## src/hdl/i2ctrf_pkg.sv

```systemverilog
package i2ctrf_pkg;

    localparam int BYTE_W = 8;
    localparam int CFG_W  = 9;
    localparam int CNT_W  = 32;

    // event codes on the operation field
    typedef enum logic [1:0] {
        OP_WRITE = 2'd0,
        OP_READ  = 2'd1,
        OP_STOP  = 2'd2,
        OP_NONE  = 2'd3
    } t_op;

    // configuration register indexes
    typedef enum logic [1:0] {
        CFG_REGISTER_COUNT = 2'd0,
        CFG_WRITE_FIRST    = 2'd1,
        CFG_WRITE_COUNT    = 2'd2,
        CFG_UNUSED         = 2'd3
    } t_cfg_idx;

    // start request to the modulo unit
    typedef struct packed {
        logic             start;
        logic [CFG_W-1:0] dividend;
        logic [CFG_W-1:0] divisor;
    } t_mod_req;

endpackage

```

## src/hdl/i2c_target_register_file.sv

```systemverilog
// Channel   | Valid       | Stall       | Payload
// ----------+-------------+-------------+------------------------------------------
// request   | i_in_valid  | o_in_stall  | i_operation, i_data_byte
// result    | o_out_valid | i_out_stall | o_read_data, o_byte_stored, o_pointer_now,
//           |             |             | o_writes_total, o_reads_total
//
// A write or read request goes from accept through a decode state (S_EXEC), the
// bit-serial modulo unit (S_MOD, one quotient bit per cycle over the 9-bit
// dividend) and S_FIN, which loads the result register. STOP and the unused
// code go from S_EXEC to S_FIN. Reset is synchronous and active low;
// the store reads as zero after reset through per-entry valid bits, no sweep.
// A stalled result holds the finished request in the last state; a new
// request is taken while the previous result still waits.
module i2c_target_register_file #(
    parameter int STORE_DEPTH = 256
) (
    input  logic        i_clk,
    input  logic        i_rst_n,
    // request channel
    input  logic        i_in_valid,
    output logic        o_in_stall,
    input  logic [1:0]  i_operation,
    input  logic [7:0]  i_data_byte,
    // result channel
    output logic        o_out_valid,
    input  logic        i_out_stall,
    output logic [7:0]  o_read_data,
    output logic        o_byte_stored,
    output logic [7:0]  o_pointer_now,
    output logic [31:0] o_writes_total,
    output logic [31:0] o_reads_total,
    // configuration
    input  logic        i_cfg_we,
    input  logic [1:0]  i_cfg_index,
    input  logic [8:0]  i_cfg_data
);
    import i2ctrf_pkg::*;

    localparam int ADDR_W = (STORE_DEPTH > 1) ? $clog2(STORE_DEPTH) : 1;
    localparam logic [CFG_W-1:0] DEPTH_C = CFG_W'(STORE_DEPTH);

    typedef enum logic [3:0] {
        S_IDLE = 4'b0001,
        S_EXEC = 4'b0010,
        S_MOD  = 4'b0100,
        S_FIN  = 4'b1000
    } t_state;

    t_state r_state;

    // configuration registers
    logic [CFG_W-1:0] r_reg_count;
    logic [CFG_W-1:0] r_win_first;
    logic [CFG_W-1:0] r_win_count;

    // block state
    logic [BYTE_W-1:0] r_ptr;
    logic              r_await_ptr;
    logic [CNT_W-1:0]  r_wcnt;
    logic [CNT_W-1:0]  r_rcnt;

    // request being worked on
    t_op               r_op;
    logic [BYTE_W-1:0] r_byte;
    logic              r_capture;   // this write sets the pointer
    logic              r_stored;

    // result register
    logic              r_out_valid;
    logic [BYTE_W-1:0] r_out_rdata;
    logic              r_out_stored;
    logic [BYTE_W-1:0] r_out_ptr;
    logic [CNT_W-1:0]  r_out_wcnt;
    logic [CNT_W-1:0]  r_out_rcnt;

    logic              in_acc;
    logic              out_free;
    logic [CFG_W-1:0]  eff_count;
    logic [CFG_W:0]    ptr_x;
    logic [CFG_W:0]    ptr_rel;
    logic              in_window;
    logic [CFG_W-1:0]  ptr_inc;
    t_mod_req          mod_req;
    logic              mod_done;
    logic [CFG_W-1:0]  mod_rem;
    logic              st_wr_en;
    logic              st_rd_en;
    logic [BYTE_W-1:0] st_rd_data;

    assign in_acc   = i_in_valid && !o_in_stall;
    assign out_free = !r_out_valid || !i_out_stall;

    // register count: zero acts as one, above the store acts as the store depth
    always_comb begin
        if (r_reg_count == '0) begin
            eff_count = CFG_W'(1);
        end else if (r_reg_count > DEPTH_C) begin
            eff_count = DEPTH_C;
        end else begin
            eff_count = r_reg_count;
        end
    end

    // write window: first <= ptr < first + count
    assign ptr_x     = {2'b00, r_ptr};
    assign ptr_rel   = ptr_x - {1'b0, r_win_first};
    assign in_window = (ptr_x >= {1'b0, r_win_first}) && (ptr_rel < {1'b0, r_win_count});
    assign ptr_inc   = {1'b0, r_ptr} + CFG_W'(1);

    // decode cycle drives the store and starts the modulo unit for writes and reads
    always_comb begin
        mod_req  = '0;
        st_wr_en = 1'b0;
        st_rd_en = 1'b0;
        mod_req.divisor = eff_count;
        if (r_state == S_EXEC) begin
            case (r_op)
                OP_WRITE: begin
                    mod_req.start = 1'b1;
                    if (r_await_ptr) begin
                        mod_req.dividend = {1'b0, r_byte};
                    end else begin
                        mod_req.dividend = ptr_inc;
                        st_wr_en         = in_window;
                    end
                end
                OP_READ: begin
                    mod_req.start    = 1'b1;
                    mod_req.dividend = ptr_inc;
                    st_rd_en         = 1'b1;
                end
                default: begin
                end
            endcase
        end
    end

    i2ctrf_mod_unit u_mod (
        .i_clk   (i_clk),
        .i_rst_n (i_rst_n),
        .i_req   (mod_req),
        .o_done  (mod_done),
        .o_rem   (mod_rem)
    );

    i2ctrf_store #(
        .DEPTH  (STORE_DEPTH),
        .ADDR_W (ADDR_W)
    ) u_store (
        .i_clk     (i_clk),
        .i_rst_n   (i_rst_n),
        .i_wr_en   (st_wr_en),
        .i_rd_en   (st_rd_en),
        .i_addr    (r_ptr[ADDR_W-1:0]),
        .i_wr_data (r_byte),
        .o_rd_data (st_rd_data)
    );

    // configuration writes
    always_ff @(posedge i_clk) begin
        if (!i_rst_n) begin
            r_reg_count <= CFG_W'(256);
            r_win_first <= '0;
            r_win_count <= CFG_W'(256);
        end else if (i_cfg_we) begin
            unique case (t_cfg_idx'(i_cfg_index))
                CFG_REGISTER_COUNT: r_reg_count <= i_cfg_data;
                CFG_WRITE_FIRST:    r_win_first <= i_cfg_data;
                CFG_WRITE_COUNT:    r_win_count <= i_cfg_data;
                default: begin
                end
            endcase
        end
    end

    // sequencer and block state
    always_ff @(posedge i_clk) begin
        if (!i_rst_n) begin
            r_state     <= S_IDLE;
            r_ptr       <= '0;
            r_await_ptr <= 1'b1;
            r_wcnt      <= '0;
            r_rcnt      <= '0;
        end else begin
            unique case (r_state)
                S_IDLE: begin
                    if (in_acc) begin
                        r_state <= S_EXEC;
                    end
                end
                S_EXEC: begin
                    case (r_op)
                        OP_WRITE: begin
                            r_state <= S_MOD;
                            if (!r_await_ptr) begin
                                r_wcnt <= r_wcnt + 1'b1;
                            end
                        end
                        OP_READ: begin
                            r_state <= S_MOD;
                            r_rcnt  <= r_rcnt + 1'b1;
                        end
                        OP_STOP: begin
                            r_state     <= S_FIN;
                            r_await_ptr <= 1'b1;
                        end
                        default: r_state <= S_FIN;
                    endcase
                end
                S_MOD: begin
                    if (mod_done) begin
                        r_state <= S_FIN;
                        r_ptr   <= mod_rem[BYTE_W-1:0];
                        if (r_capture) begin
                            r_await_ptr <= 1'b0;
                        end
                    end
                end
                S_FIN: begin
                    if (out_free) begin
                        r_state <= S_IDLE;
                    end
                end
                default: r_state <= S_IDLE;
            endcase
        end
    end

    // result valid: set when a finished request loads, cleared when taken
    always_ff @(posedge i_clk) begin
        if (!i_rst_n) begin
            r_out_valid <= 1'b0;
        end else if (r_state == S_FIN && out_free) begin
            r_out_valid <= 1'b1;
        end else if (!i_out_stall) begin
            r_out_valid <= 1'b0;
        end
    end

    // request capture and result payload
    always_ff @(posedge i_clk) begin
        if (in_acc) begin
            r_op   <= t_op'(i_operation);
            r_byte <= i_data_byte;
        end
        if (r_state == S_EXEC) begin
            r_capture <= (r_op == OP_WRITE) && r_await_ptr;
            r_stored  <= st_wr_en;
        end
        if (r_state == S_FIN && out_free) begin
            r_out_rdata  <= (r_op == OP_READ) ? st_rd_data : 8'd0;
            r_out_stored <= r_stored && (r_op == OP_WRITE);
            r_out_ptr    <= r_ptr;
            r_out_wcnt   <= r_wcnt;
            r_out_rcnt   <= r_rcnt;
        end
    end

    assign o_in_stall     = (r_state != S_IDLE);
    assign o_out_valid    = r_out_valid;
    assign o_read_data    = r_out_rdata;
    assign o_byte_stored  = r_out_stored;
    assign o_pointer_now  = r_out_ptr;
    assign o_writes_total = r_out_wcnt;
    assign o_reads_total  = r_out_rcnt;

endmodule

```

## src/hdl/i2ctrf_mod_unit.sv

```systemverilog
module i2ctrf_mod_unit (
    input  logic                  i_clk,
    input  logic                  i_rst_n,
    input  i2ctrf_pkg::t_mod_req  i_req,
    output logic                  o_done,
    output logic [8:0]            o_rem
);
    import i2ctrf_pkg::*;

    localparam int STEP_W = $clog2(CFG_W + 1);

    logic                r_busy;
    logic [STEP_W-1:0]   r_cnt;
    logic [CFG_W-1:0]    r_rem;
    logic [CFG_W-1:0]    r_dvd;
    logic [CFG_W-1:0]    r_dvs;
    logic [CFG_W:0]      n_trial;
    logic [CFG_W:0]      n_diff;
    logic [CFG_W-1:0]    n_rem;

    // restoring step: bring in one dividend bit, subtract if it fits
    always_comb begin
        n_trial = {r_rem, r_dvd[CFG_W-1]};
        n_diff  = n_trial - {1'b0, r_dvs};
        if (n_trial >= {1'b0, r_dvs}) begin
            n_rem = n_diff[CFG_W-1:0];
        end else begin
            n_rem = n_trial[CFG_W-1:0];
        end
    end

    always_ff @(posedge i_clk) begin
        if (!i_rst_n) begin
            r_busy <= 1'b0;
            r_cnt  <= '0;
        end else if (i_req.start) begin
            r_busy <= 1'b1;
            r_cnt  <= STEP_W'(CFG_W);
        end else if (r_busy) begin
            if (r_cnt == '0) begin
                r_busy <= 1'b0;
            end else begin
                r_cnt <= r_cnt - 1'b1;
            end
        end
    end

    always_ff @(posedge i_clk) begin
        if (i_req.start) begin
            r_rem <= '0;
            r_dvd <= i_req.dividend;
            r_dvs <= i_req.divisor;
        end else if (r_busy && r_cnt != '0) begin
            r_rem <= n_rem;
            r_dvd <= {r_dvd[CFG_W-2:0], 1'b0};
        end
    end

    assign o_done = r_busy && (r_cnt == '0);
    assign o_rem  = r_rem;

endmodule

```

## src/hdl/i2ctrf_store.sv

```systemverilog
module i2ctrf_store #(
    parameter int DEPTH  = 256,
    parameter int ADDR_W = 8
) (
    input  logic              i_clk,
    input  logic              i_rst_n,
    input  logic              i_wr_en,
    input  logic              i_rd_en,
    input  logic [ADDR_W-1:0] i_addr,
    input  logic [7:0]        i_wr_data,
    output logic [7:0]        o_rd_data
);
    logic [7:0]       r_mem [DEPTH];
    logic [DEPTH-1:0] r_valid;
    logic [7:0]       r_rd_mem;
    logic             r_rd_vld;

    always_ff @(posedge i_clk) begin
        if (i_wr_en) begin
            r_mem[i_addr] <= i_wr_data;
        end
        if (i_rd_en) begin
            r_rd_mem <= r_mem[i_addr];
        end
    end

    // entries never written read as zero
    always_ff @(posedge i_clk) begin
        if (!i_rst_n) begin
            r_valid  <= '0;
            r_rd_vld <= 1'b0;
        end else begin
            if (i_wr_en) begin
                r_valid[i_addr] <= 1'b1;
            end
            if (i_rd_en) begin
                r_rd_vld <= r_valid[i_addr];
            end
        end
    end

    assign o_rd_data = r_rd_vld ? r_rd_mem : 8'd0;

endmodule

```

## config.mk

```make
export PLATFORM = sky130hd
export DESIGN_NAME = i2c_target_register_file
export DESIGN_NICKNAME = d
export VERILOG_FILES = /design/src/hdl/i2ctrf_pkg.sv /design/src/hdl/i2c_target_register_file.sv /design/src/hdl/i2ctrf_mod_unit.sv /design/src/hdl/i2ctrf_store.sv
export SDC_FILE = /design/constraint.sdc
export NUM_CORES = 2
export LEC_CHECK = 0
export BUFFER_PORTS_ARGS = -buffer_cell sky130_fd_sc_hd__buf_2
export CAP_MARGIN = 20
export CORE_ASPECT_RATIO = 0.6
export CORE_UTILIZATION = 61
export CTS_CLUSTER_DIAMETER = 150
export DETAILED_ROUTE_END_ITERATION = 10
export PLACE_DENSITY = 0.74
export SYNTH_ARGS = -nofsm -noshare
export SYNTH_HDL_FRONTEND = slang
export SYNTH_SLANG_ARGS = --single-unit
```

## constraint.sdc

```tcl
create_clock -name i_clk -period 16.5 [get_ports i_clk]
set_clock_uncertainty 0.2 [all_clocks]
set_input_delay 0.825 -clock i_clk [delete_from_list [all_inputs] [get_ports i_clk]]
set_output_delay 0.825 -clock i_clk [all_outputs]
set_load 0.01 [all_outputs]
```

# Yosys cells after proc, flatten, opt, wreduce, memory -nomap -nowiden
# Memories as Yosys holds them, arrays and structs flattened. A register that Yosys moved wholly into a read port is not among the register bits.
# Index checks and enable logic that the tools add are counted.
# word_totals
mem_bits_rw	2048
input_bits	26
latchBits	0
mem_count	1
word_cells	129
reg_bits	487
rom_bits	0
# mem_list
name	depth	word_bits	read_ports	rd_clocked_by_memory_dff	write_ports	line	rtl
u_store.r_mem	256	8	1	1	1	i2ctrf_store.sv:13	logic [7:0] r_mem [DEPTH];
# classes
mux	35
order_cmp	6
n_div	0
bitwise_logic	4
shifts	0
mul	0
n_reduce_logical	34
n_eq_ne	16
n_addsub	6
# ops
cell	n
256-bit bitwise OR	1
32-bit by 1-bit adder with 32-bit output (second input constant)	2
9-bit 2-to-1 mux	5
4-bit 2-to-1 mux	7
10-bit one-hot mux with 2 select lines	1
1-bit 2-to-1 mux	17
4-bit one-hot mux with 4 select lines	1
2-bit AND reduction	8
10-bit by 9-bit >= comparator with 1-bit output	1
10-bit by 9-bit less-than comparator with 1-bit output	1
10-bit 2-to-1 mux	1
2-bit != test (second input constant)	5
8-bit by 9-bit subtractor with 10-bit output	1
8-bit by 1-bit adder with 9-bit output (second input constant)	1
8-bit by 9-bit >= comparator with 1-bit output	1
9-bit > comparator (second input constant)	1
9-bit zero test	1
8-bit by 9-bit less-than comparator with 1-bit output (second input constant)	1
9-bit subtractor	1
1-bit binary-select mux with 8-bit select	1
1-bit demux with 8-bit select	1
8-bit by 1-bit >= comparator with 1-bit output (second input constant)	1
1-bit logical AND	8
3-bit AND reduction	2
other kinds (19)	31

# Depth between registers and ports, before layout
# logic_depth
depth_word	8
mapped_depth	25

# Modules after synthesis
# A second synthesis with hierarchy kept.
# unflattened
hier_cells	5118
area_unflattened_um2	98768.5
# by_module_without_submodules
module	n_inst	cells_each	area_per_inst_um2	seq_area_each_um2
i2ctrf_store	1	4209	88787.7	66884.1
i2c_target_register_file	1	747	8207.9	4894.7
i2ctrf_mod_unit	1	162	1773.0	820.8

# Worst setup path after synthesis
# OpenSTA, ideal clock, no wires.
# synth_path
path_kind	input-to-reg
start	in i_out_stall
end	reg r_out_stored, in the netlist o_byte_stored (enable)
setup_ns	0.547
path_stages	1
path_buffers	0
slack_ns	10.987
arrival_ns	4.766
cell_sequence	a21oi_1
# synth_via
elab_chain_cells	3
# synth_lines
item	line	rtl
start, declared	i2c_target_register_file.sv:26	input logic i_out_stall,
1-bit zero test	--	
1-bit logical OR	i2c_target_register_file.sv:91	assign out_free = !r_out_valid || !i_out_stall;
1-bit logical AND	i2c_target_register_file.sv:250	if (r_state == S_FIN && out_free) begin
end signal, assigned	i2c_target_register_file.sv:252	r_out_stored <= r_stored && (r_op == OP_WRITE);
end, declared	i2c_target_register_file.sv:71	logic r_out_stored;
# Every way passes these cells.
# A chain may end at the register's enable or synchronous reset.

# Worst setup path after layout
# layout_path
start	reg r_ptr[0]
end	mem u_store.r_mem[239][2] (enable)
# layout_via
elab_chain_cells	8
word_cells_on_any_way	9
# layout_lines
item	line	rtl
start, declared	i2c_target_register_file.sv:57	logic [BYTE_W-1:0] r_ptr;
start signal, assigned	i2c_target_register_file.sv:213	r_ptr <= mod_rem[BYTE_W-1:0];
8-bit by 9-bit subtractor with 10-bit output	i2c_target_register_file.sv:106	assign ptr_rel = ptr_x - {1'b0, r_win_first};
10-bit by 9-bit less-than comparator with 1-bit output	i2c_target_register_file.sv:107	assign in_window = (ptr_x >= {1'b0, r_win_first}) && (ptr_rel < {1'b0, r_win_count});
1-bit logical AND	i2c_target_register_file.sv:107	
1-bit 2-to-1 mux	i2c_target_register_file.sv:120	if (r_await_ptr) begin
1-bit 2-to-1 mux	i2c_target_register_file.sv:117	case (r_op)
1-bit 2-to-1 mux	i2c_target_register_file.sv:116	if (r_state == S_EXEC) begin
1-bit 2-to-1 mux	i2ctrf_store.sv:19	if (i_wr_en) begin
1-bit 2-to-1 mux (not written as such)	i2ctrf_store.sv:20	r_mem[i_addr] <= i_wr_data;
end, declared	i2ctrf_store.sv:13	
# Parallel ways exist; a longest one is shown, timed or not.

==> impl_metrics.tcl <==
set metrics [dict create \
    start_util 0.616 \
    num_rows 114 \
    cts.repair.resized 0 \
    dp_slack_ns 9.31 \
    finalPower_mw 12.4 \
    synth-seq-cells 2543 \
    max_stage_delay_ns 0.92 \
    synth_flop_cell "edfxtp_1" \
    insertion_delay_ns 0.89 \
    hold_end "r_state[1]" \
    syn-num-nets 5346 \
    grt_pass1_vias 51800 \
    min_from "i_in_valid" \
    cts_tree "yes" \
    ant_nets 0 \
    area_growth_pct 11.2 \
    finalCriticalPeriod_ns 7.23 \
    ctsLongestPathBuffers 4 \
    ys_warn_count 0 \
    dp_hpwl_mm 161 \
    cts_root_buf "clkbuf_16" \
    synth_edf_count 2167 \
    startpoint "r_ptr[0]" \
    endpoint_kind "register" \
    post_synth_num_cell_types 70 \
    core_um2 161000 \
    ios 109 \
    grt_usage 0.329 \
    cp_slowest_cell "nor3_1" \
    synth-async-reset-ratio 0 \
    critPathLaunchType "register" \
    power.density_nw_per_um2 113 \
    wl_per_cell_um 34.0 \
    setup.worst_path.class "reg2reg" \
    period_share 0.438 \
    path_cells "inv_2, ha_1, inv_1, fa_1, a21o_1, a21oi_1, o21bai_1, a21oi_1, xnor2_1, ha_1, a21oi_1, nor2b_1, o21ai_0, nand4_1, a211o_4, buf_4, buf_4, buf_4, nor3_1" \
    min_path_cells 2 \
    hold_path_class "in2reg" \
    hold_violations 0 \
    cts_made_buffers 215 \
    cts_hold_buffers 10 \
    r2r_slack_ns 9.27 \
    final_nets 5640 \
    drcViolationCount 0 \
    rsz0062_at_grt "false" \
    maxSlewViolCount 0 \
    reg2reg_to "u_store.r_mem[239][2]" \
    cts.sinks 2543 \
    rr_startpoint "r_ptr[0]" \
    maxCapViolations 0 \
    cp.required_ns 16.77 \
    yosys.area.top_type "edfxtp_1" \
    synth_cells 5283 \
    antenna_found_initial 14 \
    clkTransAtPathRegs_ns 0.07 \
    gp_congestion 0.910 \
    grt_first_pass_wirelength_mm 383 \
    fin_ws_ns 9.27 \
    drt_wl_total_mm 269 \
    fin_area_um2 110000 \
    htreeDepth 4 \
    die_height_um 314 \
    critPathArrivalTime_ns 7.50 \
    crit_fanout 68 \
    tns_ns 0 \
    synth_top_area_frac 0.656 \
    post-cts-setup-buffer-count 0 \
    status "completed" \
    drtPass1Iterations 9 \
    peakVddDrop_uv 106 \
    grt_max_degree 138 \
    max_slew.worst_pin.slew_ns 1.28 \
    drive_gt1_frac 0.255 \
    rr_worst_depth 19 \
    avgSynthCellArea_um2 18.8 \
    placed_cell_area_um2 103000 \
    gr-total-overflow 0 \
    final_util 0.684 \
    io_buffers 108 \
    synthesis.area_um2 99200 \
    die-area_um2 164000 \
    fillers 10000 \
    synth_area_leaders "edfxtp_1 (66%), mux4_2 (16%), dfxtp_1 (7.6%)" \
    viasPerCell 7.01 \
    leakage_nw 34.2 \
    final-setup-viol-count 0 \
    max_freq_mhz 138 \
    drt_iter0_markers 9219 \
    vias 55400 \
    yosysSeqAreaShare 0.732 \
    die_x_um 523 \
    slew_headroom 0.139 \
]
## cell usage after synthesis, drive strengths merged, types with 21 or more instances
| library cell | number |
|---|---|
| xnor2 | 34 |
| inv | 54 |
| edfxtp | 2167 |
| clkbuf | 226 |
| a21oi | 52 |
| a22oi | 54 |
| nand4 | 28 |
| ha | 35 |
| nand3 | 60 |
| and3 | 21 |
| nor2 | 146 |
| o21ai | 295 |
| buf | 124 |
| nor2b | 21 |
| mux4 | 691 |
| dfxtp | 376 |
| mux2i | 64 |
| nor3 | 289 |
| nand2 | 350 |
| xor2 | 33 |
## worst max-delay path: cells and delay by family (launching register included)
family / cells / cell delay [ns]
compound gates: 7 / 1.84
xor+xnor: 1 / 0.15
fa+ha+maj: 3 / 0.93
buf+inv: 5 / 1.93
flops: 1 / 0.52
simple gates: 3 / 1.15
## cell families after synthesis
group,synth area share
adders and majority gates,0.00482
DFF,0.732
muxes,0.164
AOI/OAI and AO/OA,0.0288
buffers and inverters,0.0182
and+or+nand+nor,0.0468
xor gates and xnor gates,0.00592
## sequential cells by signal, summed over array words and instances, names as in the netlist, 32 cells and up
signal,cells
u_store.r_mem,2048
u_store.r_valid,256
o_reads_total,32
o_writes_total,32
r_rcnt,32
r_wcnt,32
## cell type report
cell class,instances,area (µm²),area share
Multi-Input combinational cell,2333,24900,0.226
Clock inverter,106,1020,0.00927
Inverter,57,218,0.00197
Antenna cell,2,5.00,0.0000454
Tap cell,2146,2690,0.0243
Timing Repair Buffer,427,2870,0.0260
Clock buffer,286,5980,0.0542
Sequential cell,2543,72600,0.658
## per-stage QoR
stage | hold slack, ns | cells
2_1_floorplan | 0.217 | 5283
3_3_place_gp | 0.224 | 7312
3_5_place_dp | 0.237 | 7390
4_1_cts | 0.00448 | 7792
5_1_grt | 0.0517 | 7899
6_report | 0.0413 | 7900
## how the worst max path moves through the flow
stage | endpoint | slack [ns] | cells past startpoint
2_1_floorplan | o_byte_stored | 10.99 | 1
3_3_place_gp | u_store.r_mem[61][3] | 9.22 | 19
3_5_place_dp | u_store.r_mem[56][1] | 9.31 | 19
4_1_cts | u_store.r_mem[29][1] | 9.35 | 19
5_1_grt | u_store.r_rd_mem[2] | 8.98 | 10
6_report | u_store.r_mem[239][2] | 9.27 | 19
## layout by cell type (no fill, tap or decap), types with 9 or more instances in the layout
cell,Yosys,final
a22oi_1,54,54
buf_4,23,154
nand3_4,9,9
and3_1,21,21
nor2b_1,21,21
or3_1,16,16
buf_2,70,191
inv_1,52,52
o21ai_1,100,100
and2_1,19,19
clkbuf_8,0,18
clkbuf_1,226,46
clkinv_2,2,35
a221oi_1,11,11
nand3_1,51,51
nand2_1,349,333
nor2_1,146,146
nand2_2,0,16
buf_12,1,12
o21ai_0,195,195
nor3_1,288,284
mux2i_1,64,64
clkbuf_2,0,17
a22o_1,15,15
ha_1,35,35
bufinv_16,0,20
clkbuf_4,0,42
xnor2_1,34,34
clkbuf_16,0,222
mux4_2,691,691
nand4_1,28,28
dlygate4sd3_1,0,10
a21oi_1,52,51
clkinv_1,1,40
dfxtp_1,376,370
edfxtp_1,2167,2167
xor2_1,33,33
## per-layer routing
metal	wire length, µm	share of wire	track usage	up-vias
met5	100	0.00037	0	-
met4	8290	0.031	0.0945	14
met3	42600	0.16	0.105	545
met2	111000	0.41	0.432	4452
met1	107000	0.40	0.528	28500
li1	-	-	-	21900
## where the power goes
part	leakage (nW)	internal, mW	switching (mW)
Combinational	8.23	0.0502	0.215
Clock	3.42	2.85	2.28
Sequential	22.6	7.01	0.0107
(Power assumes the default switching activity.)
